**src/rtl/tcw_pkg.sv**
```systemverilog
// Package for the text console cursor writer.
// Holds shared widths, character codes, command codes and the result structure.
// No dependencies.
`timescale 1ns / 1ps

package tcw_pkg;

  localparam int ColumnsDef = 80;
  localparam int RowsDef    = 25;

  localparam int AddrW = 11;
  localparam int CharW = 8;
  localparam int AttrW = 8;
  localparam int CellW = AttrW + CharW;

  localparam logic [AttrW-1:0] AttrReset = 8'd15;

  localparam logic [CharW-1:0] ChNewline   = 8'd10;
  localparam logic [CharW-1:0] ChReturn    = 8'd13;
  localparam logic [CharW-1:0] ChBackspace = 8'd8;
  localparam logic [CharW-1:0] ChBlank     = 8'd32;

  typedef enum logic {
    CMD_PUT   = 1'b0,
    CMD_CLEAR = 1'b1
  } cmd_e;

  typedef struct packed {
    logic [CharW-1:0] char_code;
    cmd_e             command;
  } tcw_item_t;

  typedef struct packed {
    logic             write_enable;
    logic [AddrW-1:0] cell_address;
    logic [CellW-1:0] cell_value;
    logic             scroll_up;
    logic             clear_all;
    logic [AddrW-1:0] cursor_position;
  } tcw_result_t;

endpackage

```
**src/rtl/tcw_in_reg.sv**
```systemverilog
// Input register of the text console cursor writer.
// Holds one accepted character transaction until the cursor step consumes it.
// Depends on tcw_pkg.
`timescale 1ns / 1ps

module tcw_in_reg import tcw_pkg::*; (
  input  logic      clk_i,
  input  logic      rst_ni,
  input  logic      valid_i,
  output logic      ready_o,
  input  tcw_item_t item_i,
  output logic      valid_o,
  input  logic      take_i,
  output tcw_item_t item_o
);

  logic      valid_q;
  logic      valid_d;
  tcw_item_t item_q;

  assign ready_o = !valid_q || take_i;
  assign valid_d = ready_o ? valid_i : valid_q;

  always_ff @(posedge clk_i or negedge rst_ni) begin
    if (!rst_ni) begin
      valid_q <= 1'b0;
    end else begin
      valid_q <= valid_d;
    end
  end

  always_ff @(posedge clk_i) begin
    if (valid_i && ready_o) begin
      item_q <= item_i;
    end
  end

  assign valid_o = valid_q;
  assign item_o  = item_q;

endmodule

```
**src/rtl/tcw_cursor_step.sv**
```systemverilog
// Combinational cursor step of the text console cursor writer.
// Decodes one character or clear command against the current cursor and
// produces the frame store result and the next cursor. Depends on tcw_pkg.
`timescale 1ns / 1ps

module tcw_cursor_step import tcw_pkg::*; #(
  parameter int Columns = ColumnsDef,
  parameter int Rows    = RowsDef,
  localparam int ColW   = (Columns > 1) ? $clog2(Columns) : 1,
  localparam int RowW   = (Rows > 1) ? $clog2(Rows) : 1
) (
  input  tcw_item_t        item_i,
  input  logic [AttrW-1:0] attr_i,
  input  logic [RowW-1:0]  row_i,
  input  logic [ColW-1:0]  col_i,
  output logic [RowW-1:0]  row_o,
  output logic [ColW-1:0]  col_o,
  output tcw_result_t      result_o
);

  localparam int MulW = (RowW + 9 > AddrW) ? RowW + 9 : AddrW;
  localparam logic [ColW-1:0] ColLast = ColW'(Columns - 1);
  localparam logic [RowW-1:0] RowLast = RowW'(Rows - 1);

  logic [RowW-1:0] row_n;
  logic [ColW-1:0] col_n;
  logic [RowW-1:0] wr_row;
  logic [ColW-1:0] wr_col;
  logic            row_step;
  logic            scroll;
  logic            we;
  logic [CharW-1:0] wr_char;
  logic [MulW-1:0] wr_idx;
  logic [MulW-1:0] cur_idx;

  always_comb begin
    row_n    = row_i;
    col_n    = col_i;
    wr_row   = row_i;
    wr_col   = col_i;
    row_step = 1'b0;
    we       = 1'b0;
    wr_char  = item_i.char_code;
    if (item_i.command == CMD_CLEAR) begin
      row_n = '0;
      col_n = '0;
    end else if (item_i.char_code == ChNewline) begin
      col_n    = '0;
      row_step = 1'b1;
    end else if (item_i.char_code == ChReturn) begin
      col_n = '0;
    end else if (item_i.char_code == ChBackspace) begin
      wr_char = ChBlank;
      if (col_i != '0) begin
        col_n = col_i - 1'b1;
        we    = 1'b1;
      end else if (row_i != '0) begin
        row_n = row_i - 1'b1;
        col_n = ColLast;
        we    = 1'b1;
      end
      wr_row = row_n;
      wr_col = col_n;
    end else begin
      we = 1'b1;
      if (col_i == ColLast) begin
        col_n    = '0;
        row_step = 1'b1;
      end else begin
        col_n = col_i + 1'b1;
      end
    end
    scroll = 1'b0;
    if (row_step) begin
      if (row_i == RowLast) begin
        scroll = 1'b1;
        row_n  = RowLast;
        col_n  = '0;
      end else begin
        row_n = row_i + 1'b1;
      end
    end
  end

  assign wr_idx  = MulW'(wr_row) * MulW'(Columns) + MulW'(wr_col);
  assign cur_idx = MulW'(row_n) * MulW'(Columns) + MulW'(col_n);

  always_comb begin
    result_o.write_enable    = we;
    result_o.cell_address    = we ? wr_idx[AddrW-1:0] : '0;
    result_o.cell_value      = we ? {attr_i, wr_char} : '0;
    result_o.scroll_up       = scroll;
    result_o.clear_all       = (item_i.command == CMD_CLEAR);
    result_o.cursor_position = cur_idx[AddrW-1:0];
  end

  assign row_o = row_n;
  assign col_o = col_n;

endmodule

```
**src/rtl/tcw_out_reg.sv**
```systemverilog
// Result register of the text console cursor writer.
// Holds one finished result transaction until the receiver takes it.
// Depends on tcw_pkg.
`timescale 1ns / 1ps

module tcw_out_reg import tcw_pkg::*; (
  input  logic        clk_i,
  input  logic        rst_ni,
  input  logic        valid_i,
  output logic        ready_o,
  input  tcw_result_t result_i,
  output logic        valid_o,
  input  logic        ready_i,
  output tcw_result_t result_o
);

  logic        valid_q;
  logic        valid_d;
  tcw_result_t result_q;

  assign ready_o = !valid_q || ready_i;
  assign valid_d = ready_o ? valid_i : valid_q;

  always_ff @(posedge clk_i or negedge rst_ni) begin
    if (!rst_ni) begin
      valid_q <= 1'b0;
    end else begin
      valid_q <= valid_d;
    end
  end

  always_ff @(posedge clk_i) begin
    if (valid_i && ready_o) begin
      result_q <= result_i;
    end
  end

  assign valid_o  = valid_q;
  assign result_o = result_q;

endmodule

```
**src/rtl/text_console_cursor_writer_unit.sv**
```systemverilog
// Text console cursor writer, top level.
// The block takes one character or clear command per input transaction and
// returns one frame store result per transaction: an optional cell write, the
// scroll and clear requests, and the new hardware cursor index.
// Input, output and configuration channels all use valid and ready. The
// configuration channel writes the attribute byte and is always ready. The
// user must write it only while no input transaction is in flight; the block
// itself does not enforce this. An accepted input waits in the input register,
// passes the cursor step, which also updates the cursor, and is stored in the
// result register, which offers it. The block takes one transaction per cycle
// while the receiver does not stall, set by the single cursor step.
// Reset homes the cursor to row 0, column 0, sets the attribute to 15 and
// empties both registers. When the receiver stalls, the result register holds
// its transaction, the input register fills behind it, and then in_ready_o
// drops until the receiver takes the result.
// Depends on tcw_pkg, tcw_in_reg, tcw_cursor_step and tcw_out_reg.
`timescale 1ns / 1ps

module text_console_cursor_writer_unit import tcw_pkg::*; #(
  parameter int Columns = ColumnsDef,
  parameter int Rows    = RowsDef
) (
  input  logic             clk_i,
  input  logic             rst_ni,
  input  logic             cfg_valid_i,
  output logic             cfg_ready_o,
  input  logic [AttrW-1:0] cfg_text_attribute_i,
  input  logic             in_valid_i,
  output logic             in_ready_o,
  input  logic             command_i,
  input  logic [CharW-1:0] char_code_i,
  output logic             out_valid_o,
  input  logic             out_ready_i,
  output logic             write_enable_o,
  output logic [AddrW-1:0] cell_address_o,
  output logic [CellW-1:0] cell_value_o,
  output logic             scroll_up_o,
  output logic             clear_all_o,
  output logic [AddrW-1:0] cursor_position_o
);

  localparam int ColW = (Columns > 1) ? $clog2(Columns) : 1;
  localparam int RowW = (Rows > 1) ? $clog2(Rows) : 1;

  logic [AttrW-1:0] attr_q;
  logic [RowW-1:0]  row_q;
  logic [RowW-1:0]  row_d;
  logic [ColW-1:0]  col_q;
  logic [ColW-1:0]  col_d;
  tcw_item_t        in_item;
  tcw_item_t        s1_item;
  logic             s1_valid;
  logic             res_ready;
  logic             s1_take;
  tcw_result_t      step_result;
  tcw_result_t      out_result;

  assign cfg_ready_o = 1'b1;

  always_ff @(posedge clk_i or negedge rst_ni) begin
    if (!rst_ni) begin
      attr_q <= AttrReset;
      row_q  <= '0;
      col_q  <= '0;
    end else begin
      if (cfg_valid_i) begin
        attr_q <= cfg_text_attribute_i;
      end
      if (s1_take) begin
        row_q <= row_d;
        col_q <= col_d;
      end
    end
  end

  assign in_item.command   = cmd_e'(command_i);
  assign in_item.char_code = char_code_i;
  assign s1_take           = s1_valid && res_ready;

  tcw_in_reg u_in_reg (
    .clk_i   (clk_i),
    .rst_ni  (rst_ni),
    .valid_i (in_valid_i),
    .ready_o (in_ready_o),
    .item_i  (in_item),
    .valid_o (s1_valid),
    .take_i  (res_ready),
    .item_o  (s1_item)
  );

  tcw_cursor_step #(
    .Columns (Columns),
    .Rows    (Rows)
  ) u_cursor_step (
    .item_i   (s1_item),
    .attr_i   (attr_q),
    .row_i    (row_q),
    .col_i    (col_q),
    .row_o    (row_d),
    .col_o    (col_d),
    .result_o (step_result)
  );

  tcw_out_reg u_out_reg (
    .clk_i    (clk_i),
    .rst_ni   (rst_ni),
    .valid_i  (s1_valid),
    .ready_o  (res_ready),
    .result_i (step_result),
    .valid_o  (out_valid_o),
    .ready_i  (out_ready_i),
    .result_o (out_result)
  );

  assign write_enable_o    = out_result.write_enable;
  assign cell_address_o    = out_result.cell_address;
  assign cell_value_o      = out_result.cell_value;
  assign scroll_up_o       = out_result.scroll_up;
  assign clear_all_o       = out_result.clear_all;
  assign cursor_position_o = out_result.cursor_position;

endmodule

```
**config.mk**
```make
export PLATFORM = sky130hd
export DESIGN_NAME = text_console_cursor_writer_unit
export DESIGN_NICKNAME = d
export VERILOG_FILES = /design/src/rtl/tcw_pkg.sv /design/src/rtl/tcw_in_reg.sv /design/src/rtl/tcw_cursor_step.sv /design/src/rtl/tcw_out_reg.sv /design/src/rtl/text_console_cursor_writer_unit.sv
export SDC_FILE = /design/constraint.sdc
export NUM_CORES = 1
export LEC_CHECK = 0
export BUFFER_PORTS_ARGS = -buffer_cell sky130_fd_sc_hd__buf_2
export CAP_MARGIN = 30
export CELL_PAD_IN_SITES_DETAIL_PLACEMENT = 1
export CELL_PAD_IN_SITES_GLOBAL_PLACEMENT = 1
export CORE_ASPECT_RATIO = 1.2
export CORE_MARGIN = 2
export CORE_UTILIZATION = 45
export CTS_CLUSTER_DIAMETER = 200
export DETAILED_ROUTE_END_ITERATION = 10
export GPL_TIMING_DRIVEN = 0
export HOLD_SLACK_MARGIN = 0.02
export PLACE_DENSITY = 0.9
export SLEW_MARGIN = 15
export SYNTH_ARGS = -nofsm -noshare
export SYNTH_HDL_FRONTEND = slang
export SYNTH_HIERARCHICAL = 1
export SYNTH_SLANG_ARGS = --single-unit
```
**constraint.sdc**
```tcl
create_clock -name clk_i -period 5.9 [get_ports clk_i]
set_clock_uncertainty 0.2 [all_clocks]
set_input_delay 0.295 -clock clk_i [delete_from_list [all_inputs] [get_ports clk_i]]
set_output_delay 0.295 -clock clk_i [all_outputs]
set_load 0.02 [all_outputs]
```
Word-level counts from Yosys, hierarchy flattened. Index checks and enable logic that the tools add are counted.

Output and inout port bits: 44. Logic and storage cells: 72. Input bits: 22. Flip-flop bits (word level): 72.

Equal/unequal tests: 5. Reduce and logical (&&, ||, !) cells: 8. Muxes and demuxes: 38. Multipliers: 2. Add/subtract/negate cells: 6.

Operators by type and width (count): $mux 7 (13); $mux 5 (9); $mux 8 (4); $eq 8x4->1 const B (3); $add 11x7->11 (2); $mul 5x3->7 const B (2); $mux 1 (12); $add 7x1->7 const B (1); $eq 7x7->1 const B (1); $reduce_bool 7->1 (1); $sub 7x1->7 const B (1); $add 5x1->5 const B (1); $eq 5x5->1 const B (1); $reduce_bool 5->1 (1); $sub 5x1->5 const B (1); $logic_and 1x1->1 (2); $logic_not 1->1 (2); $logic_or 1x1->1 (2).

Longest topological paths before layout. Gate-level depths: netlist of the first run.

Depth after elaboration: 10. Mapped depth: 19. Mapped depth without buffers: 18.

Modules after synthesis. Netlist of the first run, hierarchy kept.

Modules (own cells, without submodules): tcw_cursor_step (area each 1844.3 um^2, instances 1, cells each 272, seq. area each 0.0 um^2); tcw_out_reg (area each 1285.0 um^2, instances 1, cells each 45, seq. area each 1256.2 um^2); text_console_cursor_writer_unit (area each 802.0 um^2, instances 1, cells each 45, seq. area each 505.5 um^2); tcw_in_reg (area each 324.1 um^2, instances 1, cells each 13, seq. area each 295.3 um^2).

Worst setup path after synthesis of the first run. No wires, ideal clock.

Path type: reg2reg. Start point: reg u_in_reg.item_q, in the netlist u_in_reg/item_o[5]. End point: reg u_out_reg.result_q, in the netlist u_out_reg/result_o[10], data pin. Path buffers: 2. Stages on the path, launching flop included: 18. Arrival time: 3.782 ns. Data required time: 5.441 ns. Path slack: 1.659 ns. Period minus slack after synthesis: 4.241 ns. Library setup time: 0.259 ns. Cells stage by stage: edfxtp_1 or4b_1 buf_2 or3_1 a221oi_2 buf_6 a211oi_1 a211oi_1 ha_1 ha_1 inv_1 fa_1 nor2b_1 o21ai_0 a21oi_1 nor2_1 a21oi_1 xnor2_1.

RTL lines: start: declaration (line tcw_in_reg.sv:19) `tcw_item_t item_q;`; start signal: assignment (line tcw_in_reg.sv:34) `item_q <= item_i;`; end signal: assignment (line tcw_out_reg.sv:34) `result_q <= result_i;`; end: declaration (line tcw_out_reg.sv:19) `tcw_result_t result_q;`.

Final worst setup path of the first run.
Start point: reg u_in_reg.item_q, in the netlist u_in_reg/item_o[5]. End point: reg u_out_reg.result_q, in the netlist u_out_reg/result_o[39], data pin.

Longest elaborated chain between the ends: 7. Elaborated cells on any way between the ends: 17. Classes of those cells: add/sub (1); mul (1); eq/ne (3); mux (12).

Ends and longest elaborated chain: $eq 8x4->1 (line tcw_cursor_step.sv:52) `end else if (item_i.char_code == ChBackspace) begin`; $mux 5 (line tcw_cursor_step.sv:52); $mux 5 (line tcw_cursor_step.sv:50) `end else if (item_i.char_code == ChReturn) begin`; $mux 5 (line tcw_cursor_step.sv:47) `end else if (item_i.char_code == ChNewline) begin`; $mux 5 (line tcw_cursor_step.sv:44) `if (item_i.command == CMD_CLEAR) begin`; $mul 5x3->7 (line tcw_cursor_step.sv:85) `assign wr_idx = MulW'(wr_row) * MulW'(Columns) + MulW'(wr_col);`; $add 11x7->11 (line tcw_cursor_step.sv:85).

Several ways; a longest one is shown, not always the timed one. A chain may end at the register's enable or synchronous reset.

==> results of run 1 <==
[power breakdown]
| part | switching (mW) | leakage, nW | internal, mW |
|---|---|---|---|
| logic | 0.192 | 1.38 | 0.118 |
| registers | 0.0309 | 0.769 | 0.594 |
| clock network | 0.215 | 0.107 | 0.243 |
[cell usage in the layout (no fill, tap or decap), drive strengths merged, types with 3 or more instances in the layout]
| master | n |
|---|---|
| dfrtp | 18 |
| dfstp | 4 |
| nor2b | 9 |
| edfxtp | 50 |
| and2 | 16 |
| clkbuf | 17 |
| nand3 | 9 |
| or2 | 5 |
| and3 | 4 |
| nand2b | 9 |
| buf | 80 |
| mux2i | 5 |
| xnor2 | 8 |
| xor2 | 8 |
| a211oi | 6 |
| ha | 24 |
| mux2 | 24 |
| inv | 24 |
| a21o | 5 |
| nor4 | 3 |
| dlygate4sd3 | 19 |
| o21ai | 14 |
| nor2 | 32 |
| fa | 4 |
| a21oi | 20 |
| nand3b | 3 |
| nand2 | 18 |
| nor3 | 4 |
[Yosys cell counts, types with 4 or more instances]
master	n	area (um^2)
sky130_fd_sc_hd__a211oi_1	6	45.0
sky130_fd_sc_hd__a21o_1	5	37.5
sky130_fd_sc_hd__a21oi_1	19	95.1
sky130_fd_sc_hd__and2_1	14	87.6
sky130_fd_sc_hd__and3_1	4	25.0
sky130_fd_sc_hd__buf_2	5	25.0
sky130_fd_sc_hd__buf_4	8	60.1
sky130_fd_sc_hd__clkbuf_1	8	30.0
sky130_fd_sc_hd__dfrtp_1	18	450
sky130_fd_sc_hd__dfstp_2	4	105
sky130_fd_sc_hd__edfxtp_1	50	1500
sky130_fd_sc_hd__fa_1	4	80.1
sky130_fd_sc_hd__ha_1	24	300
sky130_fd_sc_hd__inv_1	21	78.8
sky130_fd_sc_hd__mux2_2	14	158
sky130_fd_sc_hd__mux2_4	10	150
sky130_fd_sc_hd__mux2i_1	5	50.1
sky130_fd_sc_hd__nand2_1	17	63.8
sky130_fd_sc_hd__nand2b_1	7	43.8
sky130_fd_sc_hd__nand3_1	9	45.0
sky130_fd_sc_hd__nor2_1	32	120
sky130_fd_sc_hd__nor2b_1	9	56.3
sky130_fd_sc_hd__nor3_1	4	20.0
sky130_fd_sc_hd__o21ai_0	13	65.1
sky130_fd_sc_hd__or2_2	4	25.0
sky130_fd_sc_hd__xnor2_1	8	70.1
sky130_fd_sc_hd__xor2_1	8	70.1
[repair_timing]
action                                 CTS  global route
hold buffers                            19             0
buffers inserted                         0             0
endpoints found under the hold margin   36             0
[final cells by class]
| type | instances | area (um^2) |
|---|---|---|
| Fill cell | 1013 | 3990 |
| Sequential cell | 72 | 2060 |
| Multi-Input combinational cell | 257 | 1970 |
| Timing Repair Buffer | 82 | 505 |
| Buffer | 25 | 153 |
| Tap cell | 120 | 150 |
| Clock buffer | 9 | 124 |
| Clock inverter | 7 | 101 |
| Inverter | 21 | 78.8 |
[per-layer routing]
| metal | vias up | track usage [%] | part of all wire, % |
|---|---|---|---|
| met2 | 118 | 42.7 | 54 |
| met1 | 1625 | 26.2 | 38 |
| met5 | - | 0 | 0 |
| li1 | 1512 | - | - |
| met4 | 0 | 11.6 | 3.5 |
| met3 | 36 | 4.77 | 5.2 |
[state kept, by name, indices dropped and copies added, names as in the netlist]
name                count
u_out_reg/result_o     41
u_in_reg/item_o         9
attr_q                  8
col_q                   7
row_q                   5
u_in_reg/valid_o        1
u_out_reg/valid_o       1
[how the worst max path moves through the flow]
| stage | slack (ns) | end | cells past startpoint | startpoint |
|---|---|---|---|---|
| floorplan | 1.66 | u_out_reg/result_o[10]$_DFFE_PP_ | 17 | u_in_reg/item_o[5]$_DFFE_PP_ |
| global route | 0.29 | u_out_reg/result_o[39]$_DFFE_PP_ | 15 | u_in_reg/item_o[5]$_DFFE_PP_ |
| CTS | 0.74 | u_out_reg/result_o[39]$_DFFE_PP_ | 15 | u_in_reg/item_o[5]$_DFFE_PP_ |
| finish | 0.65 | u_out_reg/result_o[39]$_DFFE_PP_ | 15 | u_in_reg/item_o[5]$_DFFE_PP_ |
| global placement | 1.03 | u_out_reg/result_o[39]$_DFFE_PP_ | 15 | u_in_reg/item_o[5]$_DFFE_PP_ |
| detailed placement | 0.81 | u_out_reg/result_o[39]$_DFFE_PP_ | 15 | u_in_reg/item_o[5]$_DFFE_PP_ |
[critical path, cell delays in order, from the launching register on]
cell                       delay [ns]
sky130_fd_sc_hd__edfxtp_1        0.41
sky130_fd_sc_hd__or4b_1          0.58
sky130_fd_sc_hd__buf_2           0.18
sky130_fd_sc_hd__nor2_1          0.56
sky130_fd_sc_hd__nand3_1         0.35
sky130_fd_sc_hd__nor2_1          0.29
sky130_fd_sc_hd__mux2i_1         0.40
sky130_fd_sc_hd__ha_1            0.31
sky130_fd_sc_hd__ha_1            0.21
sky130_fd_sc_hd__inv_1           0.08
sky130_fd_sc_hd__fa_1            0.44
sky130_fd_sc_hd__nor2b_1         0.19
sky130_fd_sc_hd__o21ai_0         0.21
sky130_fd_sc_hd__o32ai_1         0.35
sky130_fd_sc_hd__xnor2_1         0.16
sky130_fd_sc_hd__nor2_1          0.05
[metrics by stage]
stage | total power [mW] | cell area, um^2 | instances | utilization (%) | setup WS (ns)
after floorplan | 0.831 | 4260 | 375 | - | 1.66
after global placement | 0.902 | 4720 | 558 | 51.7 | 1.03
after detailed placement | 0.923 | 4720 | 558 | 51.7 | 0.808
after CTS | 1.39 | 5140 | 593 | 56.3 | 0.740
after global routing | 1.45 | 5140 | 593 | 56.3 | 0.293
final | 1.39 | 5140 | 593 | 56.3 | 0.652
[kinds of logic after synthesis]
| group | share of synthesized area [%] |
|---|---|
| simple gates | 15.5 |
| mux | 8.41 |
| compound gates | 10.0 |
| flops | 48.3 |
| other cells | 0.0881 |
| fa+ha+maj | 8.94 |
| buf+inv | 5.44 |
| xor+xnor | 3.29 |
==> flow_summary.ini, run 1 <==
[setup_path]
critical_path.reg2reg.endpoint = u_out_reg/result_o[39]$_DFFE_PP_
worstReg2RegStart = u_in_reg/item_o[5]$_DFFE_PP_
reg2reg_depth = 15
worstPathMaxFanout = 9
r2r_slack_ns = 0.65
worstSetupEndpointType = flop
crit_arrival_ns = 5.14
critical_path_class = flop to flop
data_required_time_at_the_worst_endpoint_ns = 5.80
startpoint_type = flop

[sta]
final.hold.worst_slack_ns = 0.0350
post-route-period-util_pct = 88.9
timing.final.hold_violations = 0
slew-limit-headroom_pct = 37.6
worst_slew_pin_slew_ns = 0.923
setup_total_negative_slack_ns = 0
setup-violations-final = 0
finalWorstPathRequiredPeriod_ns = 5.25
finalMaxSlewViolations = 0
grt_setup_unrepaired = no
achievable_freq_mhz = 191

[floorplanning]
core_area_um2 = 9130
chipWidth_um = 92.8
fp-row-count = 38
floorplan.die_area_um2 = 10300
die_height_um = 111
initial_core_util_pct = 46.6
design.portCount = 66

[global_route]
antenna_violations_before_repair = 0
first_global_vias = 3633
largest_net_degree_at_the_start_of_global_routing = 42
grt.overflow.total = 0
grt_first_pass_wirelength_um = 18800
grt_usage_pct = 23.7

[routing]
route.vias.total = 3291
via_per_inst = 5.55
drtPass1Iterations = 6
routed_wirelength_um = 11700
drt_iter0_markers = 189
final_antenna_net_count = 0
route.detailed.drc = 0
wl_per_cell_um = 19.7

[yosys]
synth_enable_flop_cells = 50
synthesis.yosys.warnings = 6
syn_area_um2 = 4260
yosys_register_bits = 72
synthDistinctLibCells = 60
yosys_most_used_dff = sky130_fd_sc_hd__edfxtp_1
async_reset_ff_share_pct = 30.6
syn_area_per_cell_um2 = 11.3
synth.yosys.seq_area_share_pct = 48.3
synth_fp_nets = 425
postSynthCellCount = 375

[pwr]
power_per_cell_area_nw_per_um2 = 271
max_ir_drop_vdd_v = 0.000141
static-leakage-power_nw = 2.25

[placement]
place_congestion = 0.881
detailed_place_hpwl_um = 7940
numPortBuffers = 63

[clock_network]
clk_transition_reported_paths_ns = 0.09
cts_made_buffers = 9
clk-insertion-delay-late_ns = 0.36
clk_root_buffer_cell = sky130_fd_sc_hd__clkbuf_8
tritoncts_clock_tree = built
clkSinkCount = 72
cts_max_level = 3
ctsResizeCount = 0
clockBufferDepth = 2

[worst_hold_path]
hold_depth = 3
min_from = out_ready_i
hold_class = input pin to flop
endpoint_worst_hold = u_out_reg/valid_o$_DFFE_PN0P_

[finish]
ratio_of_cells_with_drive_above_1_in_the_final_layout_pct = 29.0
final_net_count = 518
syn2layout_area_growth_pct = 20.7
n_antenna_cell = 0

[outcome]
run_status = finished clean

[flow_run]
max-cap-violations = 0
(Power assumes the default switching activity.)
==> run 2: changes to the inputs <==
Settings changed: PLACE_DENSITY 0.9 to 0.91, SYNTH_HIERARCHICAL 1 to unset.
==> run 2 against run 1 <==
Compared with the run above: combinational power is 51% higher; area after synthesis increased by 1.4%; hold slack better by 0.024 ns; sequential cell count did not move; global-route usage rose by 2.3 points; first-iteration DRC count grew 20%; clock-buffer cell count stayed put; non-clock buffer count grew 2; highest routed layer unchanged.
==> flow_summary.ini, run 2 <==
[outcome]
run_status = finished clean

[setup_path]
crit_arrival_ns = 5.13
worstSetupEndpointType = flop
startpoint_type = flop
data_required_time_at_the_worst_endpoint_ns = 5.80
timing.critical_path.slowest_cell_delay_ns = 0.58
path_buf_inv = 3
crit_path_cell_trace = clkbuf_1, nor4_1, and2_1, buf_1, nand2_1, or4_1, mux2i_1, mux2i_1, ha_1, ha_1, inv_1, fa_1, nor2b_1, o21ai_0, o32ai_1, xor2_1, and2_1
worstPathMaxFanout = 8
reg2reg_depth = 17
critical_path_class = flop to flop
critical-path-top-delay-family = simple AND/OR/NAND/NOR gates
critical-path-slowest-cell = sky130_fd_sc_hd__nor4_1
r2r_slack_ns = 0.67
crit_cells = 17

[yosys]
yosys_most_used_dff = sky130_fd_sc_hd__edfxtp_1
yosys_register_bits = 72
synthesis.yosys.warnings = 0
synth.yosys.seq_area_share_pct = 47.7
synth_enable_flop_cells = 50
async_reset_ff_share_pct = 30.6
synth_fp_nets = 465
synthDistinctLibCells = 64
syn_area_um2 = 4320
synth_largest_area_cell = sky130_fd_sc_hd__edfxtp_1
syn_area_per_cell_um2 = 10.4
synth_top_area_share_pct = 34.8
netlist_top_cells_area = sky130_fd_sc_hd__edfxtp_1 (35%), sky130_fd_sc_hd__dfrtp_1 (10%), sky130_fd_sc_hd__ha_1 (7.0%), sky130_fd_sc_hd__nand2_1 (3.1%), sky130_fd_sc_hd__a21oi_1 (2.6%)
ys_top_cells_by_count = sky130_fd_sc_hd__edfxtp_1 (50), sky130_fd_sc_hd__nand2_1 (36), sky130_fd_sc_hd__nor2_1 (29)
synth_most_common_cell = sky130_fd_sc_hd__edfxtp_1
postSynthCellCount = 415

[sta]
setup_total_negative_slack_ns = 0
post-route-period-util_pct = 88.6
setup-violations-final = 0
slew-limit-headroom_pct = 56.0
finalWorstPathRequiredPeriod_ns = 5.23
timing.final.ws_setup_ns = 0.673
final.hold.worst_slack_ns = 0.0595
achievable_freq_mhz = 191
worst_slew_pin_slew_ns = 0.657
grt_setup_unrepaired = no
finalMaxSlewViolations = 0
timing.final.hold_violations = 0

[placement]
place_congestion = 0.931
numPortBuffers = 63
detailed_place_hpwl_um = 8640
place_ws_ns = 0.796
post_dp_cell_area_um2 = 4810

[worst_hold_path]
hold_depth = 3
hold_class = input pin to flop

[finish]
syn2layout_area_growth_pct = 22.8
seqCellArea_um2 = 2060
final_net_count = 561
multiInputGateArea_um2 = 2090
layout.cells.most_common = sky130_fd_sc_hd__buf_2
largest_reg_flops = 41
fin_area_um2 = 5300
commonest_cells_after_routing_fill_and_taps_aside = sky130_fd_sc_hd__buf_2 (65), sky130_fd_sc_hd__edfxtp_1 (50), sky130_fd_sc_hd__nand2_1 (36), sky130_fd_sc_hd__nor2_1 (29), sky130_fd_sc_hd__ha_1 (24)
ratio_of_cells_with_drive_above_1_in_the_final_layout_pct = 20.5
nFillCells = 1060
n_antenna_cell = 0

[routing]
route.vias.total = 3767
routed_wirelength_um = 12900
drtPass1Iterations = 4
wl_per_cell_um = 20.2
via_per_inst = 5.90
final_antenna_net_count = 0
route.detailed.drc = 0
drt_iter0_markers = 226

[global_route]
antenna_violations_before_repair = 0
grt.overflow.total = 0
grt_first_pass_wirelength_um = 20600
largest_net_degree_at_the_start_of_global_routing = 45
first_global_vias = 3973
grt_usage_pct = 26.0

[clock_network]
tritoncts_clock_tree = built
clk_transition_reported_paths_ns = 0.07
clk_root_buffer_cell = sky130_fd_sc_hd__clkbuf_16
clkSinkCount = 72
cts_max_level = 3
clk-insertion-delay-late_ns = 0.35
postCtsSetupBuffers = 0
clockBufferDepth = 2
cts_made_buffers = 9

[floorplanning]
floorplan.die_area_um2 = 10400
core_area_um2 = 9420
initial_core_util_pct = 45.8
chipWidth_um = 93.4
die_height_um = 111
design.portCount = 66
fp-row-count = 39

[flow_run]
max-cap-violations = 0

[pwr]
max_ir_drop_vdd_v = 0.000147
static-leakage-power_nw = 2.24
design_power_total_mw = 1.68
power_per_cell_area_nw_per_um2 = 316
-- run 2: changes by cell type in the layout (fill, tap and decap cells not counted), sizes merged, moves of 4 or more --
cell	change
a21boi	+4
and2	-8
and3	+10
buf	-8
clkbuf	+10
mux2	-14
nand2	+18
nor3	+6
o31ai	+4
or4	+4
xnor2	+4
-- run 2: kinds of logic (layout without fill, tap and decap cells) --
logic type,count (synthesis),in the layout,synth area share [%]
and+or+nand+nor,152,152,18.5
AOI/OAI and AO/OA,88,88,13.9
DFF,72,72,47.7
buffers and inverters,43,144,4.03
adders and majority gates,28,28,8.81
xor gates and xnor gates,17,17,3.45
muxes,14,14,3.62
other,1,1,0.0869
-- run 2: path summary, 6_finish.rpt --
path | startpoint | endpoint
setup reg to reg | col_q[5]$_DFFE_PN0P_ | u_out_reg.result_o[39]$_SDFFCE_PN0P_
max in group asynchronous | rst_ni | col_q[5]$_DFFE_PN0P_
setup / recovery | col_q[5]$_DFFE_PN0P_ | u_out_reg.result_o[39]$_SDFFCE_PN0P_
hold reg to reg | u_in_reg.item_o[0]$_DFFE_PP_ | u_out_reg.result_o[11]$_DFFE_PP_
min in group asynchronous | rst_ni | u_out_reg.valid_o$_DFFE_PN0P_
hold / removal | out_ready_i | u_out_reg.valid_o$_DFFE_PN0P_
-- run 2: worst reg2reg max path, stage by stage, from the launching register on --
cell and delay, ns:
sky130_fd_sc_hd__dfrtp_1 0.36, sky130_fd_sc_hd__clkbuf_1 0.21, sky130_fd_sc_hd__nor4_1 0.58, sky130_fd_sc_hd__and2_1 0.21, sky130_fd_sc_hd__buf_1 0.32, sky130_fd_sc_hd__nand2_1 0.16
sky130_fd_sc_hd__or4_1 0.45, sky130_fd_sc_hd__mux2i_1 0.31, sky130_fd_sc_hd__mux2i_1 0.20, sky130_fd_sc_hd__ha_1 0.32, sky130_fd_sc_hd__ha_1 0.21, sky130_fd_sc_hd__inv_1 0.08
sky130_fd_sc_hd__fa_1 0.43, sky130_fd_sc_hd__nor2b_1 0.17, sky130_fd_sc_hd__o21ai_0 0.18, sky130_fd_sc_hd__o32ai_1 0.33, sky130_fd_sc_hd__xor2_1 0.10, sky130_fd_sc_hd__and2_1 0.17
-- run 2: metrics by stage --
step / cells / utilization [%]
floorplan: 415 / -
global placement: 601 / 50.8
detailed placement: 603 / 51.1
CTS: 637 / 56.1
global route: 639 / 56.3
finish: 639 / 56.3
-- run 2: area by class of cell --
cell class                      instances  share of cell area, %
Sequential cell                        72                   38.8
Clock inverter                          7                   1.25
Timing Repair Buffer                   85                   10.1
Buffer                                 24                   1.94
Inverter                               19                   1.37
Clock buffer                            9                   4.25
Tap cell                              123                   2.90
Multi-Input combinational cell        300                   39.3
-- run 2: report_power, final --
part           switching (mW)  internal, mW  leakage (nW)
clock network           0.257         0.298         0.145
registers              0.0419         0.611         0.762
logic                   0.295         0.173          1.33
total                   0.594          1.08          2.24
-- run 2: timing repair --
action / CTS / global route
gates resized for setup: 0 / 0
hold endpoints to repair: 35 / 1
hold buffers: 18 / 1
-- run 2: per-layer routing --
layer	track usage, %	vias up	routed length, um
li1	-	1715	-
met1	29.7	1893	5020
met2	46.7	118	6900
met3	3.26	41	441
met4	13.2	0	524
met5	0	-	0
